File: src/hw/rtl/pcpd_pkg.sv
package pcpd_pkg;

    localparam int PALETTE_ENTRIES_DEF = 256;
    localparam int QUEUE_DEPTH         = 4;

    localparam int BYTE_W   = 8;
    localparam int RGB_W    = 24;
    localparam int ROW_W    = 15;
    localparam int CROW_W   = 18;
    localparam int OFFS_W   = 16;
    localparam int HEIGHT_W = 15;
    localparam int CFG_W    = 16;

    localparam logic [BYTE_W-1:0] BYTE_END = 8'hFF;

    localparam logic [0:0] ACT_LOAD = 1'b0;
    localparam logic [0:0] ACT_DATA = 1'b1;

    localparam logic [0:0] CFG_Y_OFFSET   = 1'b0;
    localparam logic [0:0] CFG_TEX_HEIGHT = 1'b1;

    localparam logic [HEIGHT_W-1:0] TEX_HEIGHT_RST = 15'd128;

    typedef enum logic [2:0] {
        PH_TOP  = 3'd0,
        PH_LEN  = 3'd1,
        PH_PAD1 = 3'd2,
        PH_DATA = 3'd3,
        PH_PAD2 = 3'd4
    } t_phase;

    typedef enum logic [1:0] {
        OP_LOAD  = 2'd0,
        OP_PIXEL = 2'd1,
        OP_DONE  = 2'd2
    } t_op_kind;

    typedef struct packed {
        t_op_kind          kind;
        logic              idx_ok;
        logic [BYTE_W-1:0] idx;
        logic [RGB_W-1:0]  rgb;
        logic [ROW_W-1:0]  row;
    } t_op;

endpackage

File: src/hw/rtl/pcpd_queue.sv
module pcpd_queue (
    input  logic          i_clk,
    input  logic          i_rst_n,
    input  logic          i_push,
    input  pcpd_pkg::t_op i_op,
    output logic          o_full,
    input  logic          i_pop,
    output pcpd_pkg::t_op o_op,
    output logic          o_empty
);

    localparam int PW = $clog2(pcpd_pkg::QUEUE_DEPTH);
    localparam int CW = $clog2(pcpd_pkg::QUEUE_DEPTH + 1);

    pcpd_pkg::t_op   r_slot [pcpd_pkg::QUEUE_DEPTH];
    logic [PW-1:0]   r_wptr, r_rptr;
    logic [CW-1:0]   r_count;

    assign o_full  = (r_count == CW'(pcpd_pkg::QUEUE_DEPTH));
    assign o_empty = (r_count == '0);
    assign o_op    = r_slot[r_rptr];

    always_ff @(posedge i_clk) begin
        if (i_push) begin
            r_slot[r_wptr] <= i_op;
        end
    end

    always_ff @(posedge i_clk) begin
        if (!i_rst_n) begin
            r_wptr  <= '0;
            r_rptr  <= '0;
            r_count <= '0;
        end else begin
            if (i_push) begin
                r_wptr <= r_wptr + PW'(1);
            end
            if (i_pop) begin
                r_rptr <= r_rptr + PW'(1);
            end
            case ({i_push, i_pop})
                2'b10:   r_count <= r_count + CW'(1);
                2'b01:   r_count <= r_count - CW'(1);
                default: r_count <= r_count;
            endcase
        end
    end

endmodule

File: config.mk
export PLATFORM = sky130hd
export DESIGN_NAME = pcpd_queue
export DESIGN_NICKNAME = d
export VERILOG_FILES = /design/src/hw/rtl/pcpd_pkg.sv /design/src/hw/rtl/pcpd_queue.sv
export SDC_FILE = /design/constraint.sdc
export NUM_CORES = 1
export LEC_CHECK = 0
export BUFFER_PORTS_ARGS = -buffer_cell sky130_fd_sc_hd__buf_2
export CORE_MARGIN = 10
export CORE_UTILIZATION = 61
export DETAILED_ROUTE_END_ITERATION = 10
export GPL_ROUTABILITY_DRIVEN = 1
export PLACE_DENSITY_LB_ADDON = 0.15
export REMOVE_ABC_BUFFERS = 1
export SETUP_SLACK_MARGIN = 0.5
export SLEW_MARGIN = 25
export SYNTH_ARGS = -nofsm -noshare
export SYNTH_HDL_FRONTEND = slang
export SYNTH_SLANG_ARGS = --single-unit
File: constraint.sdc
create_clock -name i_clk -period 4.7 [get_ports i_clk]
set_clock_uncertainty 0.2 [all_clocks]
set_input_delay 0 -clock i_clk [delete_from_list [all_inputs] [get_ports i_clk]]
set_output_delay 0 -clock i_clk [all_outputs]
set_load 0.005 [all_outputs]
After elaboration in Yosys (flattened, before gate mapping)

Memories as Yosys holds them, arrays and structs flattened. A register that Yosys moved wholly into a read port is not among the register bits.
Cells that the tools add are included.

Add/subtract/negate cells: 4
Multipliers: 0
Div/mod/pow operators: 0
Magnitude comparators: 0
Eq/ne operators: 3
Shifts and indexed selects: 0
Mux-type cells: 5
Bitwise operators: 0
Reduce and logical (&&, ||, !) cells: 2

Operators by type and width:

| kind                | number |
|---|---|
| $pmux 3 s2          | 1 |
| $add 2x1->2 const B | 2 |
| $mux 2              | 2 |
| $add 3x1->3 const B | 1 |
| $eq 3x3->1 const B  | 1 |
| $logic_not 3->1     | 1 |
| $sub 3x1->3 const B | 1 |
| $eq 2x1->1 const B  | 1 |
| $eq 2x2->1 const B  | 1 |
| $mux 1              | 2 |
| $reduce_bool 2->1   | 1 |

Flip-flop bits (word level): 7
Bits in latches: 0
RAM bits: 200
Memory bits (read-only): 0
Output and inout port bits: 52
Logic and storage cells: 18
Memories kept: 1

Memory list:

| name   | depth | width | rd ports | clocked after memory_dff | wr ports | line             | text |
|---|---|---|---|---|---|---|---|
| r_slot | 4     | 50    | 1        | 1                        | 1        | pcpd_queue.sv:15 | `pcpd_pkg::t_op r_slot [pcpd_pkg::QUEUE_DEPTH];` |

Longest topological paths before layout

Depth in word-level cells: 3
Mapped depth: 7
Mapped depth without buffers: 7

Least setup slack after synthesis

Ideal clock, no wire load.

Path type: register to register
Start point: reg r_wptr[0]
End point: mem r_slot[2][0] (netlist name), enable pin
Arrival: 1.733 ns
Required time: 4.087 ns
Slack: 2.355 ns
Stages on the path, launching flop included: 4
Path buffers: 0
Clock period less this slack: 2.345 ns
Path through: dfxtp_1 > inv_1 > ha_1 > and2_1

RTL lines:

| what                   | line             | text |
|---|---|---|
| start, declared        | pcpd_queue.sv:16 | `logic [PW-1:0] r_wptr, r_rptr;` |
| start signal, assigned | pcpd_queue.sv:36 | `r_wptr <= r_wptr + PW'(1);` |
| end, declared          | pcpd_queue.sv:15 |  |

Straight into the memory's write port.

==> summary.md <==
| Metric | Value |
|---|---|
| Synth warnings | `0` |
| Status | `completed` |
| RSZ-0062 raised after global routing | `no` |
| Crit end category | `output pin` |
| VDD IR max | `~0.00033 V` |
| GR Overflow Total | `0` |
| Maximum clock path buffer count | `3` |
| Antenna-violating nets left | `0` |
| Hold Slack | `around 0.071 ns` |
| Hold Path Class | `input pin to flip-flop` |
| Critical Path RT | `around 4.5 ns` |
| Cells after synthesis | `308` |
| N_diodes | `0` |
| WP data arrival | `approximately 2.3 ns` |
| Clk sink count | `between 200 and 250` |
| Max cap viols | `0` |
| Final setup vio count | `0` |
| R2R cell count | `4` |
| Slew Viols, Final | `0` |
| RR Endpoint | `r_slot[1][16]` |
| Post-synthesis sequential area ratio | `0.8010` |
| Final WL | `13920 um` |
| Syn_area_per_cell | `~25 um^2` |
| Fillcell total | `around 690` |
| Combinational Power Share | `0.091` |
| PD cells | `roughly 430 nW/um^2` |
| CP Class | `flip-flop to output pin` |
| R2R Setup Slk | `2.44 ns` |
| Gp weighted congestion | `0.7161` |
| Worst-skew pair later-pin latency | `around 0.48 ns` |
| Switching power share of the total | `0.2043` |
| CP peak stage delay | `just under 0.8 ns` |
| Die Ht | `~130 um` |
| Pleak | `3.324 nW` |
| Port bufs | `around 110` |
| I/O Pins | `~110` |
| Slew @ Worst Pin | `0.7306 ns` |
| Initial Util | `0.6170` |
| Fmax | `approximately 400 MHz` |
| First-pass GRT wire length | `~22000 um` |
| Worst setup endpoint | `o_op[14]` |
| Fin crit period | `roughly 2.5 ns` |
| CTS tree | `built` |
| Clock power share | `0.387` |
| DRT iter0 DRCs | `302` |
| Largest net degree at the start of global routing | `35` |
| Mapped Area | `approximately 7700 um^2` |
| Hold Vio Cnt, Final | `0` |
| CTS clk-pin slew, worst paths | `0.06 ns` |
| Wire length per cell | `20.91 um` |
| Clk root buf | `clkbuf_16` |
| GR Util All Layers | `0.1600` |
| Core area | `~13000 um^2` |
| DR vias | `~3.7k` |
| Critical-path cell list | `buf_4 -> mux4_2 -> buf_2` |
| Layout net count | `roughly 540` |
| DP HPWL | `8451 um` |
| Reg2reg start | `r_wptr[1]` |
| Worst-path maximum fanout | `26` |
| Number of global-route vias before repair | `approximately 4.2k` |
| Share of cells above drive strength 1 | `0.3968` |
| Crit path launch type | `flip-flop` |
| Die ar. | `approximately 18000 um^2` |
| CTS Buf Count | `20` |
| Switching Power | `around 0.85 mW` |
| P&R area growth vs syn | `24.38%` |
| Final period utilization | `0.5310` |
| Total negative slack | `0 ns` |
| Initial antenna violation count | `0` |
| Die width | `132.5 um` |
| Synth cell types | `21` |
| Total internal power | `about 3.3 mW` |
| Slowest-stage cell, CP | `dfxtp_2` |
| Reg power frac | `0.522` |
| Residual DRC count | `0` |
| Synth Register Bits | `~210` |
| H-tree lvl count | `1` |
| Drt via density | `about 5.5` |
| Rel. slew slack | `0.5129` |
| Placement Rows | `41` |
| Post-CTS Resized | `0` |
| TritonRoute pass-1 iters | `5` |
==> how the worst min path moves through the flow <==
stage / cells past startpoint / start / endpoint / slack [ns]
final: 2 / i_op[27] / r_slot[2][27] / 0.07
after global routing: 2 / i_op[27] / r_slot[1][27] / 0.06
after detailed placement: 1 / i_op[42] / r_slot[1][42] / 0.02
after floorplan: 0 / i_op[0] / r_slot[0][0] / -0.10
after global placement: 1 / i_op[42] / r_slot[3][42] / 0.01
after CTS: 2 / i_op[27] / r_slot[2][27] / 0.06
==> synthesized netlist by cell type <==
cell	number	share of area
edfxtp_1	200	0.78
mux4_2	50	0.15
and2_1	10	0.0081
dfxtp_1	9	0.023
inv_1	6	0.0029
buf_12	5	0.013
buf_2	5	0.0032
ha_1	5	0.0081
xor2_1	3	0.0034
nand2_1	2	0.00097
o21ai_0	2	0.0013
xnor2_1	2	0.0023
a21boi_0	1	0.00097
and3_1	1	0.00081
buf_1	1	0.00049
buf_6	1	0.0015
fa_1	1	0.0026
mux2i_1	1	0.0013
nor2b_1	1	0.00081
nor3_1	1	0.00065
or3_1	1	0.00081
==> layer usage <==
| layer | routed length [um] | global-route usage | part of all wire |
|---|---|---|---|
| met1 | 5595 | 0.1996 | 0.40 |
| met2 | 7324 | 0.2778 | 0.53 |
| met3 | 832 | 0.04088 | 0.060 |
| met4 | 172 | 0.03301 | 0.012 |
| met5 | 0 | 0 | 0 |
==> state kept, by name (all words and copies together), names as in the netlist, named ones only <==
| register | cells |
|---|---|
| r_slot | 200 |
| r_count | 3 |
| r_rptr | 2 |
| r_wptr | 2 |
==> cell type report <==
cell class / instances / area, um^2 / share of cell area
Sequential cell: 209 / 6191 / 0.6445
Tap cell: 172 / 215.2 / 0.02240
Inverter: 6 / 22.52 / 0.002345
Multi-Input combinational cell: 81 / 1379 / 0.1435
Timing Repair Buffer: 165 / 1131 / 0.1178
Clock inverter: 11 / 137.6 / 0.01433
Clock buffer: 22 / 529.3 / 0.05510
==> critical path: cells and delay by family, from the launching register on <==
kind / cells / cell delay (ns)
flip-flops: 1 / 0.78
buffers and inverters: 2 / 0.63
multiplexers: 1 / 0.39
==> power by group through the flow <==
stage	Combinational, mW	Sequential [mW]	Clock, mW
floorplan	0.179	2.22	0
global placement	0.327	2.23	0
detailed placement	0.355	2.22	0
CTS	0.393	2.18	1.65
global route	0.418	2.19	1.72
finish	0.382	2.18	1.62
==> cell families (layout without fill, tap and decap cells) <==
logic type                 after synthesis  in the layout  synth area share
DFF                                    209            209            0.8010
AOI/OAI and AO/OA                        3              3          0.002269
muxes                                   51             51            0.1471
adders and majority gates                6              6           0.01069
and+or+nand+nor                         16             16           0.01215
buffers and inverters                   18            204           0.02106
xor gates and xnor gates                 5              5          0.005672
==> cells in the final DEF, fill, tap and decap left out <==
cell,count
mux2i_1,1
clkbuf_16,21
mux4_2,50
nand2_1,2
o21ai_0,2
nor3_1,1
buf_16,1
dfxtp_4,1
and3_1,1
buf_4,5
and2_1,6
a21boi_0,1
clkinv_4,2
inv_6,1
xnor2_1,2
dfxtp_1,7
bufinv_16,3
inv_1,6
dlygate4sd3_1,54
fa_1,1
nor2b_1,1
ha_1,5
buf_2,105
clkinv_2,2
and2_2,4
xor2_1,3
clkinv_1,3
edfxtp_1,200
dfxtp_2,1
or3_1,1
clkbuf_1,1
==> what timing repair did <==
| action | 4_1_cts | 5_1_grt |
|---|---|---|
| hold buffers | 54 | 0 |
| endpoints found under the hold margin | 209 | 0 |
| setup buffers | 0 | 0 |
==> through the flow <==
step           instance area (um^2)  total power, mW  utilization  setup WS (ns)  instances
2_1_floorplan                  7582            2.401            -          1.674        296
3_3_place_gp                   8371            2.557       0.6687          2.513        578
3_5_place_dp                   8398            2.575       0.6709          2.418        579
4_1_cts                        9605            4.222       0.7674          2.175        666
5_1_grt                        9605            4.329       0.7674          2.108        666
6_report                       9605            4.176       0.7674          2.204        666
No activity file was read; power rests on OpenSTA's default activity.
