`config.mk`:
```
export PLATFORM = sky130hd
export DESIGN_NAME = pcpd_front_flat
export DESIGN_NICKNAME = d
export VERILOG_FILES = /design/src/hw/rtl/pcpd_pkg.sv /design/src/hw/rtl/pcpd_in_if.sv /design/src/hw/rtl/pcpd_front.sv /design/src/flat_wrapper.sv
export SDC_FILE = /design/constraint.sdc
export NUM_CORES = 1
export LEC_CHECK = 0
export BUFFER_PORTS_ARGS = -buffer_cell sky130_fd_sc_hd__buf_2
export CAP_MARGIN = 20
export CORE_MARGIN = 8
export CORE_UTILIZATION = 40
export CTS_BUF_LIST = sky130_fd_sc_hd__clkbuf_8
export CTS_CLUSTER_DIAMETER = 120
export DETAILED_ROUTE_END_ITERATION = 8
export PLACE_DENSITY_LB_ADDON = 0.2
export SYNTH_ARGS = -nofsm -noshare
export SYNTH_HDL_FRONTEND = slang
export SYNTH_SLANG_ARGS = --single-unit
```
`constraint.sdc`:
```
create_clock -name i_clk -period 2.1 [get_ports i_clk]
set_input_delay 0.21 -clock i_clk [delete_from_list [all_inputs] [get_ports i_clk]]
set_output_delay 0.21 -clock i_clk [all_outputs]
set_load 0.01 [all_outputs]
```
`src/hw/rtl/pcpd_pkg.sv`:
```
package pcpd_pkg;

    localparam int PALETTE_ENTRIES_DEF = 256;
    localparam int QUEUE_DEPTH         = 4;

    localparam int BYTE_W   = 8;
    localparam int RGB_W    = 24;
    localparam int ROW_W    = 15;
    localparam int CROW_W   = 18;
    localparam int OFFS_W   = 16;
    localparam int HEIGHT_W = 15;
    localparam int CFG_W    = 16;

    localparam logic [BYTE_W-1:0] BYTE_END = 8'hFF;

    localparam logic [0:0] ACT_LOAD = 1'b0;
    localparam logic [0:0] ACT_DATA = 1'b1;

    localparam logic [0:0] CFG_Y_OFFSET   = 1'b0;
    localparam logic [0:0] CFG_TEX_HEIGHT = 1'b1;

    localparam logic [HEIGHT_W-1:0] TEX_HEIGHT_RST = 15'd128;

    typedef enum logic [2:0] {
        PH_TOP  = 3'd0,
        PH_LEN  = 3'd1,
        PH_PAD1 = 3'd2,
        PH_DATA = 3'd3,
        PH_PAD2 = 3'd4
    } t_phase;

    typedef enum logic [1:0] {
        OP_LOAD  = 2'd0,
        OP_PIXEL = 2'd1,
        OP_DONE  = 2'd2
    } t_op_kind;

    typedef struct packed {
        t_op_kind          kind;
        logic              idx_ok;
        logic [BYTE_W-1:0] idx;
        logic [RGB_W-1:0]  rgb;
        logic [ROW_W-1:0]  row;
    } t_op;

endpackage

```
`src/hw/rtl/pcpd_in_if.sv`:
```
interface pcpd_in_if;
    logic        valid;
    logic        ready;
    logic        action;
    logic [7:0]  byte_value;
    logic [23:0] load_rgb;

    modport source (output valid, output action, output byte_value, output load_rgb,
                     input ready);
    modport sink   (input valid, input action, input byte_value, input load_rgb,
                     output ready);
endinterface

```
`src/hw/rtl/pcpd_front.sv`:
```
module pcpd_front #(
    parameter int PALETTE_ENTRIES = pcpd_pkg::PALETTE_ENTRIES_DEF
) (
    input  logic                              i_clk,
    input  logic                              i_rst_n,
    pcpd_in_if.sink                           i_item,
    input  logic signed [pcpd_pkg::OFFS_W-1:0]   i_y_offset,
    input  logic        [pcpd_pkg::HEIGHT_W-1:0] i_tex_height,
    input  logic                              i_full,
    output logic                              o_push,
    output pcpd_pkg::t_op                     o_op
);

    localparam logic [pcpd_pkg::BYTE_W:0] NUM_ENTRIES = (pcpd_pkg::BYTE_W+1)'(PALETTE_ENTRIES);

    pcpd_pkg::t_phase                     r_phase, n_phase;
    logic [pcpd_pkg::BYTE_W-1:0]          r_top, n_top;
    logic [pcpd_pkg::BYTE_W-1:0]          r_left, n_left;
    logic signed [pcpd_pkg::CROW_W-1:0]   r_row, n_row;

    logic                                 accept;
    logic                                 in_range;
    logic [pcpd_pkg::BYTE_W-1:0]          left_dec;

    assign i_item.ready = !i_full;
    assign accept       = i_item.valid && !i_full;
    assign left_dec     = r_left - 8'd1;
    assign in_range     = !r_row[pcpd_pkg::CROW_W-1] &&
                          (r_row[pcpd_pkg::CROW_W-2:0] <
                           (pcpd_pkg::CROW_W-1)'(i_tex_height));

    always_comb begin
        n_phase = r_phase;
        n_top   = r_top;
        n_left  = r_left;
        n_row   = r_row;
        if (accept && i_item.action == pcpd_pkg::ACT_DATA) begin
            unique case (r_phase)
                pcpd_pkg::PH_TOP: begin
                    if (i_item.byte_value != pcpd_pkg::BYTE_END) begin
                        n_top   = i_item.byte_value;
                        n_phase = pcpd_pkg::PH_LEN;
                    end
                end
                pcpd_pkg::PH_LEN: begin
                    n_left  = i_item.byte_value;
                    n_row   = pcpd_pkg::CROW_W'(i_y_offset) +
                              $signed({{(pcpd_pkg::CROW_W-pcpd_pkg::BYTE_W){1'b0}}, r_top});
                    n_phase = pcpd_pkg::PH_PAD1;
                end
                pcpd_pkg::PH_PAD1: begin
                    n_phase = (r_left != '0) ? pcpd_pkg::PH_DATA : pcpd_pkg::PH_PAD2;
                end
                pcpd_pkg::PH_DATA: begin
                    n_row  = r_row + 18'sd1;
                    n_left = left_dec;
                    if (left_dec == '0) begin
                        n_phase = pcpd_pkg::PH_PAD2;
                    end
                end
                default: begin
                    n_phase = pcpd_pkg::PH_TOP;
                end
            endcase
        end
    end

    always_comb begin
        o_push      = 1'b0;
        o_op.kind   = pcpd_pkg::OP_LOAD;
        o_op.idx    = i_item.byte_value;
        o_op.idx_ok = ({1'b0, i_item.byte_value} < NUM_ENTRIES);
        o_op.rgb    = i_item.load_rgb;
        o_op.row    = r_row[pcpd_pkg::ROW_W-1:0];
        if (accept) begin
            if (i_item.action == pcpd_pkg::ACT_LOAD) begin
                o_push = 1'b1;
            end else begin
                unique case (r_phase)
                    pcpd_pkg::PH_TOP: begin
                        o_op.kind = pcpd_pkg::OP_DONE;
                        o_push    = (i_item.byte_value == pcpd_pkg::BYTE_END);
                    end
                    pcpd_pkg::PH_DATA: begin
                        o_op.kind = pcpd_pkg::OP_PIXEL;
                        o_push    = in_range;
                    end
                    default: begin
                        o_push = 1'b0;
                    end
                endcase
            end
        end
    end

    always_ff @(posedge i_clk) begin
        if (!i_rst_n) begin
            r_phase <= pcpd_pkg::PH_TOP;
            r_top   <= '0;
            r_left  <= '0;
            r_row   <= '0;
        end else begin
            r_phase <= n_phase;
            r_top   <= n_top;
            r_left  <= n_left;
            r_row   <= n_row;
        end
    end

endmodule

```
`src/flat_wrapper.sv`:
```
// flat-port wrapper written by rule: the top's interface ports become plain ports
module pcpd_front_flat 
#(
    parameter int PALETTE_ENTRIES = pcpd_pkg::PALETTE_ENTRIES_DEF
)
  (i_clk, i_rst_n, i_y_offset, i_tex_height, i_full, o_push, o_op, i_item_valid, i_item_action, i_item_byte_value, i_item_load_rgb, i_item_ready);
  pcpd_in_if i_item_i ();
  input  logic i_clk;
  input  logic i_rst_n;
  input  logic signed [pcpd_pkg::OFFS_W-1:0] i_y_offset;
  input  logic        [pcpd_pkg::HEIGHT_W-1:0] i_tex_height;
  input  logic i_full;
  output logic o_push;
  output pcpd_pkg::t_op o_op;
  input wire logic [$bits(i_item_i.valid)-1:0] i_item_valid;
  input wire logic [$bits(i_item_i.action)-1:0] i_item_action;
  input wire logic [$bits(i_item_i.byte_value)-1:0] i_item_byte_value;
  input wire logic [$bits(i_item_i.load_rgb)-1:0] i_item_load_rgb;
  output wire logic [$bits(i_item_i.ready)-1:0] i_item_ready;
  assign i_item_i.valid = i_item_valid;
  assign i_item_i.action = i_item_action;
  assign i_item_i.byte_value = i_item_byte_value;
  assign i_item_i.load_rgb = i_item_load_rgb;
  assign i_item_ready = i_item_i.ready;
  pcpd_front #(.PALETTE_ENTRIES(PALETTE_ENTRIES)) u_core (.i_clk(i_clk), .i_rst_n(i_rst_n), .i_item(i_item_i), .i_y_offset(i_y_offset), .i_tex_height(i_tex_height), .i_full(i_full), .o_push(o_push), .o_op(o_op));
endmodule
```
Word-level counts from Yosys, hierarchy flattened
Index checks and enable logic that the tools add are counted. Widths: inputs -> output; s select.

Bits in registers: 37. Input bits: 68. Output and inout port bits: 52. Logic and storage cells: 39.

$add $sub $neg: 3. $lt $le $gt $ge: 1. Equality and inequality tests: 7. Muxes and demuxes: 12. Reduce and logical (&&, ||, !) cells: 12.

Operator list (number): $pmux 18 s2 (1); $add 18x2->18 const B (1); $add 16x9->17 (1); $lt 17x15->1 (1); $pmux 8 s2 (1); $pmux 3 s4 (1); $mux 3 (3); $eq 8x8->1 const B (1); $logic_not 8->1 (1); $ne 8x8->1 const B (1); $reduce_bool 8->1 (1); $sub 8x1->8 const B (1); $eq 3x2->1 const B (2); $reduce_and 3->1 (2); $mux 2 (2); $ne 2x1->1 const B (2); $pmux 2 s2 (1); $eq 3x1->1 const B (1); $logic_and 1x1->1 (3); $logic_not 3->1 (1); $logic_not 1->1 (2); $mux 1 (2); $pmux 1 s2 (1); $reduce_and 2->1 (1); $reduce_bool 2->1 (1).

Longest topological paths before layout
Gate-level depths: netlist of the first run.

Depth in word-level cells: 5. Gate-level depth with buffers: 9. Gate-level depth less buffers: 9.

Worst setup path after synthesis of the first run
Ideal clock, no wire load.

Path type: register -> register. Start: register u_core.r_top[0] (netlist name). End: register u_core.r_row[16] (netlist name). Arrival time: 1885 ps. Required time: 1982 ps. Slack: 97 ps. Stages on the path, launching flop included: 10. Buffers on the path: 0. Period minus slack after synthesis: 2003 ps. Cell sequence: dfxtp_1 > ha_1 > inv_1 > fa_1 > nand2b_1 > a21oi_1 > o2111ai_1 > and3_1 > nor3_1 > nor2_1.

Longest elaborated chain between the ends: 2.

Ends and longest elaborated chain: start, declared (line pcpd_front.sv:17) `logic [pcpd_pkg::BYTE_W-1:0] r_top, n_top;`; start signal, assigned (line pcpd_front.sv:104) `r_top <= n_top;`; $add 16x9->17 (line pcpd_front.sv:47) `n_row = pcpd_pkg::CROW_W'(i_y_offset) +`; $pmux 18 s2 (line pcpd_front.sv:38) `unique case (r_phase)`; end signal, assigned (line pcpd_front.sv:106) `r_row <= n_row;`; end, declared (line pcpd_front.sv:19) `logic signed [pcpd_pkg::CROW_W-1:0] r_row, n_row;`.

No other way between the ends. A chain may end at the register's enable or synchronous reset.

Worst setup path in the final report of the first run
Start: register u_core.r_row[4] (netlist name). End: output o_push.

Longest elaborated chain between the ends: 5.

Ends and longest elaborated chain: $lt 17x15->1 (line pcpd_front.sv:29) `(r_row[pcpd_pkg::CROW_W-2:0] <`; $logic_and 1x1->1 (line pcpd_front.sv:28) `assign in_range = !r_row[pcpd_pkg::CROW_W-1] &&`; $pmux 1 s2 (line pcpd_front.sv:79) `unique case (r_phase)`; $mux 1 (line pcpd_front.sv:76) `if (i_item.action == pcpd_pkg::ACT_LOAD) begin`; $mux 1 (line pcpd_front.sv:75) `if (accept) begin`; end, declared (line flat_wrapper.sv:13) `output logic o_push;`.

No other way between the ends.

==> flow_metrics.env, run 1 <==
export IMPL_vdd_drop_max_mv=0.295
export IMPL_cts_tree="done"
export IMPL_path_clk_slew_ns=0.08
export IMPL_setup_tns_ns=0
export IMPL_start_kind="flip-flop"
export IMPL_grt_ovfl_total=0
export IMPL_worstPathRequired_ns=1.89
export IMPL_worst_setup_path_type="reg -> out"
export IMPL_detailed_place_hpwl_mm=7.47
export IMPL_die_area_mm2=0.0117
export IMPL_syn_cell_area_mm2=0.00339
export IMPL_syn_area_per_cell_um2=7.55
export IMPL_start_util=0.413
export IMPL_comb_power_share=0.182
export IMPL_max_cap_violations=0
export IMPL_fin_skew_ns=0.00665
export IMPL_synth_mux_area_frac=0.0236
export IMPL_grt_pass1_wl_mm=15.1
export IMPL_grt_usage=0.159
export IMPL_whs_ns=0.194
export IMPL_dp_cells=587
export IMPL_htreeDepth=2
export IMPL_synth_fa_ha_area_frac=0.102
export IMPL_cts_root_buffer="clkbuf_8"
export IMPL_netlist_instances=449
export IMPL_ys_flop_type="dfxtp_1"
export IMPL_switching_share=0.270
export IMPL_r2r_end="u_core.r_row[15]"
export IMPL_r2r_start="u_core.r_top[4]"
export IMPL_nets=586
export IMPL_ios=120
export IMPL_design_core_area_mm2=0.00822
export IMPL_cp_end_kind="output port"
export IMPL_port_buffers=70
export IMPL_async_reset_ff_frac=0
export IMPL_stdcell_count=597
export IMPL_power_share_clock=0.391
export IMPL_hp_class="in -> reg"
export IMPL_critPathArrivalTime_ns=1.87
export IMPL_busiest_layer="met2"
export IMPL_cts_inserted_buffers=5
export IMPL_status="completed"
export IMPL_grt_use_met1=0.211
export IMPL_synth_simple_gate_area_frac=0.221
export IMPL_wirelength_mm=9.69
export IMPL_synth_cell_types=62
export IMPL_cp_cell_sequence="ha_4 -> a211oi_2 -> o21ai_2 -> a2111oi_4 -> o21ai_2 -> nand2_1 -> buf_2"
export IMPL_drv_slew=0
export IMPL_layout_drive_gt1_share=0.295
export IMPL_grt_max_degree=22
export IMPL_design_area_mm2=0.00395
export IMPL_cp_max_fo=2
export IMPL_rows=33
export IMPL_reg2reg_slack_ns=0.08
export IMPL_final_util=0.481
export IMPL_drc=0
export IMPL_final_common_cell="buf_2"
export IMPL_vias=3290
export IMPL_met3_usage=0.0321
export IMPL_yosys_area_share_xor_xnor=0.0439
export IMPL_die_h_um=108
export IMPL_die_width_um=108
export IMPL_clock_sinks=37
export IMPL_first_pass_iters=4
export IMPL_synth_compound_area_frac=0.233
export IMPL_period_share=0.988
export IMPL_final_cell_mix="buf_2 (70), a21oi_1 (47), nor2_1 (34), dfxtp_1 (32), nand2_1 (31)"
export IMPL_viasPerCell=5.51
export IMPL_pre_cts_ws_ns=-0.106
export IMPL_synth_top_family_by_area="compound AO/OA/AOI/OAI gates"
export IMPL_ys_seq_area_frac=0.219
export IMPL_finalHoldViolations=0
export IMPL_ys_ff_latch=37
export IMPL_cpMaxStageDelayCell="a2111oi_4"
export IMPL_yosysWarningCount=0
export IMPL_syn_to_final_growth_pct=16.5
export IMPL_setup_viol=0
export IMPL_dr_first_iter_drc_count=169
export IMPL_rsz0062_at_grt="true"
export IMPL_placement_cell_area_mm2=0.00364
export IMPL_slowest_delay_ns=0.39
export IMPL_grt_pass1_vias=3052
export IMPL_intPower_mw=1.24
export IMPL_ant_nets=0
export IMPL_insertion_delay_ns=0.30
export IMPL_clock_path_buffers=2
export IMPL_postCtsHoldBufs=0
export IMPL_power_leakage_nw=1.84
export IMPL_cpMostUsedCell="o21ai_2"
export IMPL_crit_start="u_core.r_row[4]"
export IMPL_grt_antenna_before_repair=0
export IMPL_totalPowerFinal_mw=1.70
export IMPL_power_switching_mw=0.459
export IMPL_reg2regPathDepth=7
export IMPL_syn_nets=544
export IMPL_avgRoutedWirePerCell_um=16.2
export IMPL_seqPwrFrac=0.427
export IMPL_setup_ws_ns=0.0245
export IMPL_synth_edff_count=0
export IMPL_max_freq_mhz=482
export IMPL_gp_congestion=0.861
export IMPL_finalCriticalPeriod_ns=2.08
export IMPL_setup_worst_path_end="o_push"
export IMPL_p_per_area_mw_per_mm2=430
export IMPL_met2_usage=0.252
export IMPL_diodes=0
[cells by family (layout without fill, tap and decap cells)]
family	count (synthesis)	in the layout
xor gates and xnor gates	17	17
buffers and inverters	91	134
AOI/OAI and AO/OA	128	128
other	1	1
and+or+nand+nor	140	140
DFF	37	37
adders and majority gates	27	27
muxes	8	8
[sequential cells by signal, indices dropped and copies added, names as in the netlist]
name,flops
u_core.r_top,8
u_core.r_left,8
u_core.r_row,18
u_core.r_phase,3
[power by group through the flow]
stage | sequential (mW) | clock [mW] | combinational (mW)
2_1_floorplan | 0.738 | 0 | 0.223
4_1_cts | 0.723 | 0.678 | 0.286
5_1_grt | 0.726 | 0.703 | 0.343
6_report | 0.725 | 0.664 | 0.309
3_5_place_dp | 0.740 | 0 | 0.279
3_3_place_gp | 0.739 | 0 | 0.276
[synth_stat cells, drive strengths merged (2+ instances only)]
| library cell | instances | area (um^2) |
|---|---|---|
| a2111oi | 2 | 23.8 |
| a211o | 2 | 17.5 |
| a211oi | 5 | 37.5 |
| a21o | 2 | 15.0 |
| a21oi | 48 | 240 |
| a31oi | 12 | 75.1 |
| and2 | 5 | 31.3 |
| and3 | 7 | 43.8 |
| and4 | 2 | 17.5 |
| and4b | 2 | 20.0 |
| buf | 53 | 390 |
| clkbuf | 10 | 37.5 |
| dfxtp | 37 | 741 |
| ha | 26 | 325 |
| inv | 28 | 105 |
| mux2i | 8 | 80.1 |
| nand2 | 32 | 123 |
| nand2b | 6 | 37.5 |
| nand3 | 15 | 80.1 |
| nand3b | 4 | 30.0 |
| nand4 | 6 | 37.5 |
| nand4b | 3 | 26.3 |
| nor2 | 36 | 140 |
| nor2b | 2 | 15.0 |
| nor3 | 8 | 45.0 |
| nor3b | 2 | 20.0 |
| nor4 | 3 | 18.8 |
| o2111ai | 3 | 26.3 |
| o211a | 2 | 20.0 |
| o211ai | 4 | 30.0 |
| o21ai | 34 | 174 |
| o221ai | 2 | 17.5 |
| o31ai | 3 | 22.5 |
| o41ai | 2 | 17.5 |
| or2 | 2 | 12.5 |
| or4 | 2 | 18.8 |
| xnor2 | 12 | 105 |
| xor2 | 5 | 43.8 |
[how the worst min path moves through the flow]
stage | from | end | slack (ns) | depth (start not counted)
floorplan | i_rst_n | u_core.r_phase[1] | 0.35 | 2
global placement | i_item_load_rgb[8] | o_op[23] | 0.42 | 0
detailed placement | i_item_load_rgb[8] | o_op[23] | 0.42 | 0
CTS | i_item_byte_value[2] | u_core.r_top[2] | 0.19 | 3
global route | i_item_byte_value[2] | u_core.r_top[2] | 0.22 | 3
finish | i_item_byte_value[2] | u_core.r_top[2] | 0.19 | 3
[critical path: cells and delay by family, from the launching register on]
family	cells	cell delay, ns
simple gates	1	0.06
compound gates	4	0.82
fa+ha+maj	1	0.20
buf+inv	1	0.12
flops	1	0.36
[cell type report]
| type | instances | area, um^2 |
|---|---|---|
| flip-flops and latches | 37 | 747 |
| clock buffers | 6 | 82.6 |
| repair buffers | 98 | 561 |
| well taps | 105 | 131 |
| inverters | 28 | 105 |
| fillers | 853 | 4270 |
| clock inverters | 2 | 33.8 |
| multi-input cells | 321 | 2290 |
[timing repair]
action                                  4_1_cts  5_1_grt
endpoints found under the setup margin        4       12
pin swaps                                     4       10
buffers inserted                              0        2
gates resized for setup                      11       22
[per-layer routing]
metal / vias up / routed length (um)
li1: 1652 / -
met1: 1515 / 4390
met2: 103 / 4470
met3: 20 / 663
met4: 0 / 167
met5: - / 0
No activity file was read; power rests on OpenSTA's default activity.
==> inputs of run 2 (changes only) <==
--- a/config.mk
+++ b/config.mk
@@ -5,6 +5,7 @@
 export SDC_FILE = /design/constraint.sdc
 export NUM_CORES = 1
 export LEC_CHECK = 0
+export ABC_AREA = 1
 export BUFFER_PORTS_ARGS = -buffer_cell sky130_fd_sc_hd__buf_2
 export CAP_MARGIN = 20
 export CORE_MARGIN = 8
@@ -13,6 +14,7 @@
 export CTS_CLUSTER_DIAMETER = 120
 export DETAILED_ROUTE_END_ITERATION = 8
 export PLACE_DENSITY_LB_ADDON = 0.2
+export SKIP_CTS_REPAIR_TIMING = 1
 export SYNTH_ARGS = -nofsm -noshare
 export SYNTH_HDL_FRONTEND = slang
 export SYNTH_SLANG_ARGS = --single-unit
==> run 2 against run 1 <==
Compared with the run above: die area up 5.3%; critical path depth grew 3; synthesized cell count increased by 29%; count of clock-buffer cells in the layout unchanged; total power rose by 3.0%; utilization is 1.7 points lower; clock skew grew 0.0039 ns; global-route usage up 0.29 points; routed wire length grew 7.2%; worst hold slack improved by 0.064 ns; critical endpoint unchanged.
==> flow_metrics.env, run 2 <==
export IMPL_yosysWarningCount=0
export IMPL_ys_flop_type="dfxtp_1"
export IMPL_largest_register_ffs=18
export IMPL_die_h_um=111
export IMPL_met3_usage=0.0411
export IMPL_fillers=929
export IMPL_critPathArrivalTime_ns=1.89
export IMPL_start_util=0.413
export IMPL_fin_skew_ns=0.0106
export IMPL_htreeDepth=2
export IMPL_whs_ns=0.257
export IMPL_cp_cell_sequence="ha_4 -> nand2_1 -> nor2_2 -> nand4_1 -> nand3b_1 -> nand4_1 -> nand3_1 -> nand2_1 -> inv_1 -> buf_2"
export IMPL_finalCriticalPeriod_ns=2.10
export IMPL_max_freq_mhz=477
export IMPL_ant_nets=0
export IMPL_final_common_cell="nand2_1"
export IMPL_cts_root_buffer="clkbuf_8"
export IMPL_synth_edff_count=0
export IMPL_nets=711
export IMPL_start_kind="flip-flop"
export IMPL_hp_class="in -> reg"
export IMPL_layout_drive_gt1_share=0.222
export IMPL_cts_tree="done"
export IMPL_period_share=0.999
export IMPL_avgRoutedWirePerCell_um=14.3
export IMPL_diodes=0
export IMPL_wirelength_mm=10.4
export IMPL_max_cap_violations=0
export IMPL_clock_sinks=37
export IMPL_rows=34
export IMPL_syn_nets=676
export IMPL_grt_max_degree=25
export IMPL_met2_usage=0.260
export IMPL_ys_ff_latch=37
export IMPL_yosys_top_cells_area="dfxtp_1 (21%), nand2_1 (14%), buf_4 (10%)"
export IMPL_synth_most_common_cell="nand2_1"
export IMPL_cp_end_kind="output port"
export IMPL_p_per_area_mw_per_mm2=433
export IMPL_insertion_delay_ns=0.29
export IMPL_regMostFlops="u_core.r_row"
export IMPL_synth_top_area_cell="dfxtp_1"
export IMPL_cpMaxStageDelayCell="dfxtp_2"
export IMPL_drv_slew=0
export IMPL_grt_pass1_wl_mm=16.9
export IMPL_async_reset_ff_frac=0
export IMPL_ios=120
export IMPL_netlist_instances=581
export IMPL_gp_congestion=0.862
export IMPL_final_cell_mix="nand2_1 (131), inv_1 (76), buf_2 (70), nor2_1 (50), a21oi_1 (45)"
export IMPL_syn_to_final_growth_pct=12.2
export IMPL_synth_cell_types=43
export IMPL_clock_path_buffers=2
export IMPL_detailed_place_hpwl_mm=8.30
export IMPL_synthTopCellsByCount="nand2_1 (135), inv_1 (76), nor2_1 (52), buf_4 (50), a21oi_1 (48)"
export IMPL_yosys_area_top_type_share=0.206
export IMPL_busiest_layer="met2"
export IMPL_grt_ovfl_total=0
export IMPL_worst_setup_path_type="reg -> out"
export IMPL_ys_seq_area_frac=0.206
export IMPL_grt_pass1_vias=3571
export IMPL_syn_cell_area_mm2=0.00360
export IMPL_rsz0062_at_grt="true"
export IMPL_die_area_mm2=0.0123
export IMPL_finalHoldViolations=0
export IMPL_vias=3673
export IMPL_dr_first_iter_drc_count=160
export IMPL_final_util=0.463
export IMPL_design_core_area_mm2=0.00872
export IMPL_die_width_um=111
export IMPL_port_buffers=70
export IMPL_cts_inserted_buffers=5
export IMPL_viasPerCell=5.07
export IMPL_power_leakage_nw=2.09
export IMPL_first_pass_iters=4
export IMPL_syn_area_per_cell_um2=6.20
export IMPL_grt_usage=0.162
export IMPL_grt_use_met1=0.207
export IMPL_worstPathRequired_ns=1.89
export IMPL_status="completed"
export IMPL_slowest_delay_ns=0.34
export IMPL_setup_viol=0
export IMPL_setup_tns_ns=0
export IMPL_vdd_drop_max_mv=0.190
export IMPL_reg_largest_list="u_core.r_row x18, u_core.r_left x8, u_core.r_top x8"
export IMPL_drc=0
export IMPL_cp_max_fo=2
export IMPL_grt_antenna_before_repair=0
export IMPL_path_clk_slew_ns=0.08
-- run 2: worst paths after layout --
check	from	to	slack, ns	cells past startpoint
worst max-delay path	u_core.r_row[8]	o_push	0.003	10
worst min-delay path	i_item_byte_value[4]	u_core.r_top[4]	0.26	3
worst max register to register	u_core.r_top[0]	u_core.r_row[16]	0.17	13
worst min register to register	u_core.r_left[5]	u_core.r_left[5]	0.49	2
-- run 2: cell families (layout without fill, tap and decap cells) --
logic type | Yosys count | in the layout | share of synthesized area
compound gates | 106 | 106 | 0.161
simple gates | 260 | 260 | 0.310
fa+ha+maj | 27 | 27 | 0.0959
buf+inv | 141 | 177 | 0.204
xor+xnor | 9 | 9 | 0.0219
flops | 37 | 37 | 0.206
other cells | 1 | 1 | 0.00104
-- run 2: final cells by class --
cell class                      instances  area, um^2  area share
Sequential cell                        37         749       0.186
Clock buffer                            6        82.6      0.0204
Clock inverter                          2        33.8     0.00836
Timing Repair Buffer                   89         493       0.122
Tap cell                              108         135      0.0334
Multi-Input combinational cell        403        2240       0.555
Inverter                               80         304      0.0753
-- run 2: critical path, delay by kind of cell (launching register included) --
| kind | cells | cell delay, ns |
|---|---|---|
| simple gates | 7 | 0.82 |
| flops | 1 | 0.34 |
| fa+ha+maj | 1 | 0.26 |
| buf+inv | 2 | 0.16 |
-- run 2: metrics by stage --
step / setup slack, ns / std cells / instance area (um^2) / total power [mW]
5_1_grt: -0.145 / 725 / 4040 / 1.84
2_1_floorplan: 0.355 / 581 / 3600 / 1.02
4_1_cts: -0.0557 / 724 / 3910 / 1.75
6_report: 0.00305 / 725 / 4040 / 1.75
3_5_place_dp: 0.141 / 716 / 3790 / 1.09
3_3_place_gp: 0.166 / 716 / 3790 / 1.09
-- run 2: per-layer routing --
metal,share of wire,vias up
met4,0.016,0
met3,0.057,20
li1,-,1904
met2,0.44,98
met1,0.49,1651
met5,0,-
-- run 2: power breakdown --
group,leakage [nW],internal (mW),switching (mW)
Combinational,1.72,0.141,0.216
Clock,0.0626,0.383,0.275
Sequential,0.302,0.718,0.0151
==> inputs of run 3 (changes only) <==
--- a/config.mk
+++ b/config.mk
@@ -13,6 +13,7 @@
 export CTS_BUF_LIST = sky130_fd_sc_hd__clkbuf_8
 export CTS_CLUSTER_DIAMETER = 120
 export DETAILED_ROUTE_END_ITERATION = 8
+export MAX_ROUTING_LAYER = met4
 export PLACE_DENSITY_LB_ADDON = 0.2
 export SKIP_CTS_REPAIR_TIMING = 1
 export SYNTH_ARGS = -nofsm -noshare
==> run 3 against run 2 <==
Compared with the run above: the run now ends with negative setup slack left; highest routed layer unchanged; register-to-register slack hardly changed; sequential cell count stayed put; critical path depth unchanged; largest power group unchanged; critical endpoint unchanged; global-route usage is 0.18 points higher.
==> flow_metrics.env, run 3 (synthesized netlist as in run 2, its figures left out) <==
export IMPL_status="finished with violations"
export IMPL_violations="negative setup slack"
export IMPL_final_util=0.457
export IMPL_reg_largest_list="u_core.r_row x18, u_core.r_left x8, u_core.r_top x8"
export IMPL_cp_max_fo=2
export IMPL_power_leakage_nw=2.07
export IMPL_fillers=956
export IMPL_die_area_mm2=0.0123
export IMPL_first_pass_iters=5
export IMPL_viasPerCell=5.09
export IMPL_grt_usage=0.164
export IMPL_cp_top_family="simple AND/OR/NAND/NOR gates"
export IMPL_max_freq_mhz=472
export IMPL_clock_sinks=37
export IMPL_regMostFlops="u_core.r_row"
export IMPL_start_util=0.413
export IMPL_cpMostUsedCell="nand2_1"
export IMPL_vdd_drop_max_mv=0.255
export IMPL_setup_viol=1
export IMPL_seq_area_um2=753
export IMPL_grt_pass1_wl_mm=16.6
export IMPL_drv_slew=0
export IMPL_insertion_delay_ns=0.29
export IMPL_detailed_place_hpwl_mm=8.35
export IMPL_max_cap_violations=0
export IMPL_placement_cell_area_mm2=0.00379
export IMPL_cts_inserted_buffers=5
export IMPL_multi_input_area_mm2=0.00221
export IMPL_start_kind="flip-flop"
export IMPL_layout_drive_gt1_share=0.219
export IMPL_diodes=0
export IMPL_setup_ws_ns=-0.0182
export IMPL_rows=34
export IMPL_grt_pass1_vias=3458
export IMPL_fin_skew_ns=0.0136
export IMPL_die_width_um=111
export IMPL_vias=3688
export IMPL_period_share=1.01
export IMPL_wirelength_mm=10.4
export IMPL_htreeDepth=2
export IMPL_cpMaxStageDelayCell="dfxtp_1"
export IMPL_ios=120
export IMPL_finalCriticalPeriod_ns=2.12
export IMPL_die_h_um=111
export IMPL_port_buffers=70
export IMPL_ant_nets=0
export IMPL_totalPowerFinal_mw=1.61
export IMPL_largest_register_ffs=18
export IMPL_slowest_delay_ns=0.32
export IMPL_grt_max_degree=25
export IMPL_path_clk_slew_ns=0.08
export IMPL_drc=0
export IMPL_final_cell_mix="nand2_1 (131), inv_1 (75), buf_2 (70), nor2_1 (50), a21oi_1 (45)"
export IMPL_design_core_area_mm2=0.00872
export IMPL_cp_cell_sequence="ha_1 -> nand2_1 -> nor3b_1 -> nand2_1 -> a21oi_2 -> nand4_1 -> nand3_1 -> nand2_1 -> inv_1 -> buf_2"
export IMPL_pre_cts_ws_ns=0.175
export IMPL_syn_to_final_growth_pct=10.6
export IMPL_cp_num_buf_inv=2
export IMPL_worst_setup_path_type="reg -> out"
export IMPL_rsz0062_at_grt="true"
export IMPL_nets=711
export IMPL_cts_root_buffer="clkbuf_8"
export IMPL_cp_end_kind="output port"
export IMPL_finalHoldViolations=0
export IMPL_final_common_cell="nand2_1"
export IMPL_p_per_area_mw_per_mm2=403
export IMPL_dr_first_iter_drc_count=132
export IMPL_grt_antenna_before_repair=0
export IMPL_cts_tree="done"
export IMPL_critPathArrivalTime_ns=1.91
export IMPL_avgRoutedWirePerCell_um=14.4
export IMPL_grt_ovfl_total=0
export IMPL_gp_congestion=0.886
export IMPL_worstPathRequired_ns=1.89
export IMPL_design_area_mm2=0.00398
export IMPL_clock_path_buffers=2
export IMPL_hp_class="in -> reg"
## run 3: changes by cell type in the layout (fill, tap and decap cells not counted), sizes merged
cell      change
bufinv        -1
clkinvlp      +1
inv           -1
## run 3: area by class of cell
cell class                 instances  area share
inverter                          80      0.0763
sequential                        37       0.189
clock inverter                     1     0.00189
timing repair buffer              89       0.124
multi-input combinational        403       0.554
tap                              108      0.0339
clock buffer                       6      0.0207
## run 3: layer usage
layer,vias up,track usage,routed length (um)
li1,1899,-,-
met1,1667,0.205,4980
met2,106,0.264,4710
met3,16,0.0352,602
met4,0,0.0360,99
met5,-,-,0
## run 3: power breakdown
part	total, mW	switching (mW)	internal [mW]	leakage (nW)
clock network	0.524	0.264	0.260	0.0433
logic	0.351	0.213	0.138	1.72
registers	0.732	0.0151	0.717	0.303
total	1.61	0.492	1.11	2.07
## run 3: per-stage QoR
| step | setup TNS, ns | hold slack [ns] | cells |
|---|---|---|---|
| CTS | -0.0369 | 0.241 | 723 |
| finish | -0.0182 | 0.243 | 724 |
| floorplan | 0 | 0.359 | 581 |
| detailed placement | 0 | 0.420 | 716 |
| global placement | 0 | 0.420 | 716 |
| global route | -0.154 | 0.265 | 724 |
## run 3: final timing paths
path | start | end | slack, ns | depth (start not counted)
max | u_core.r_row[14] | o_push | -0.02 | 10
min | i_item_byte_value[0] | u_core.r_top[0] | 0.24 | 3
max reg2reg | u_core.r_top[0] | u_core.r_row[12] | 0.16 | 12
min reg2reg | u_core.r_top[0] | u_core.r_top[0] | 0.48 | 2
## run 3: worst reg2reg max path, delay by kind of cell, from the launching register on
kind / cells / cell delay, ns
adders and majority gates: 2 / 0.54
AOI/OAI and AO/OA: 1 / 0.12
DFF: 1 / 0.33
buffers and inverters: 2 / 0.13
xor gates and xnor gates: 1 / 0.20
and+or+nand+nor: 6 / 0.53
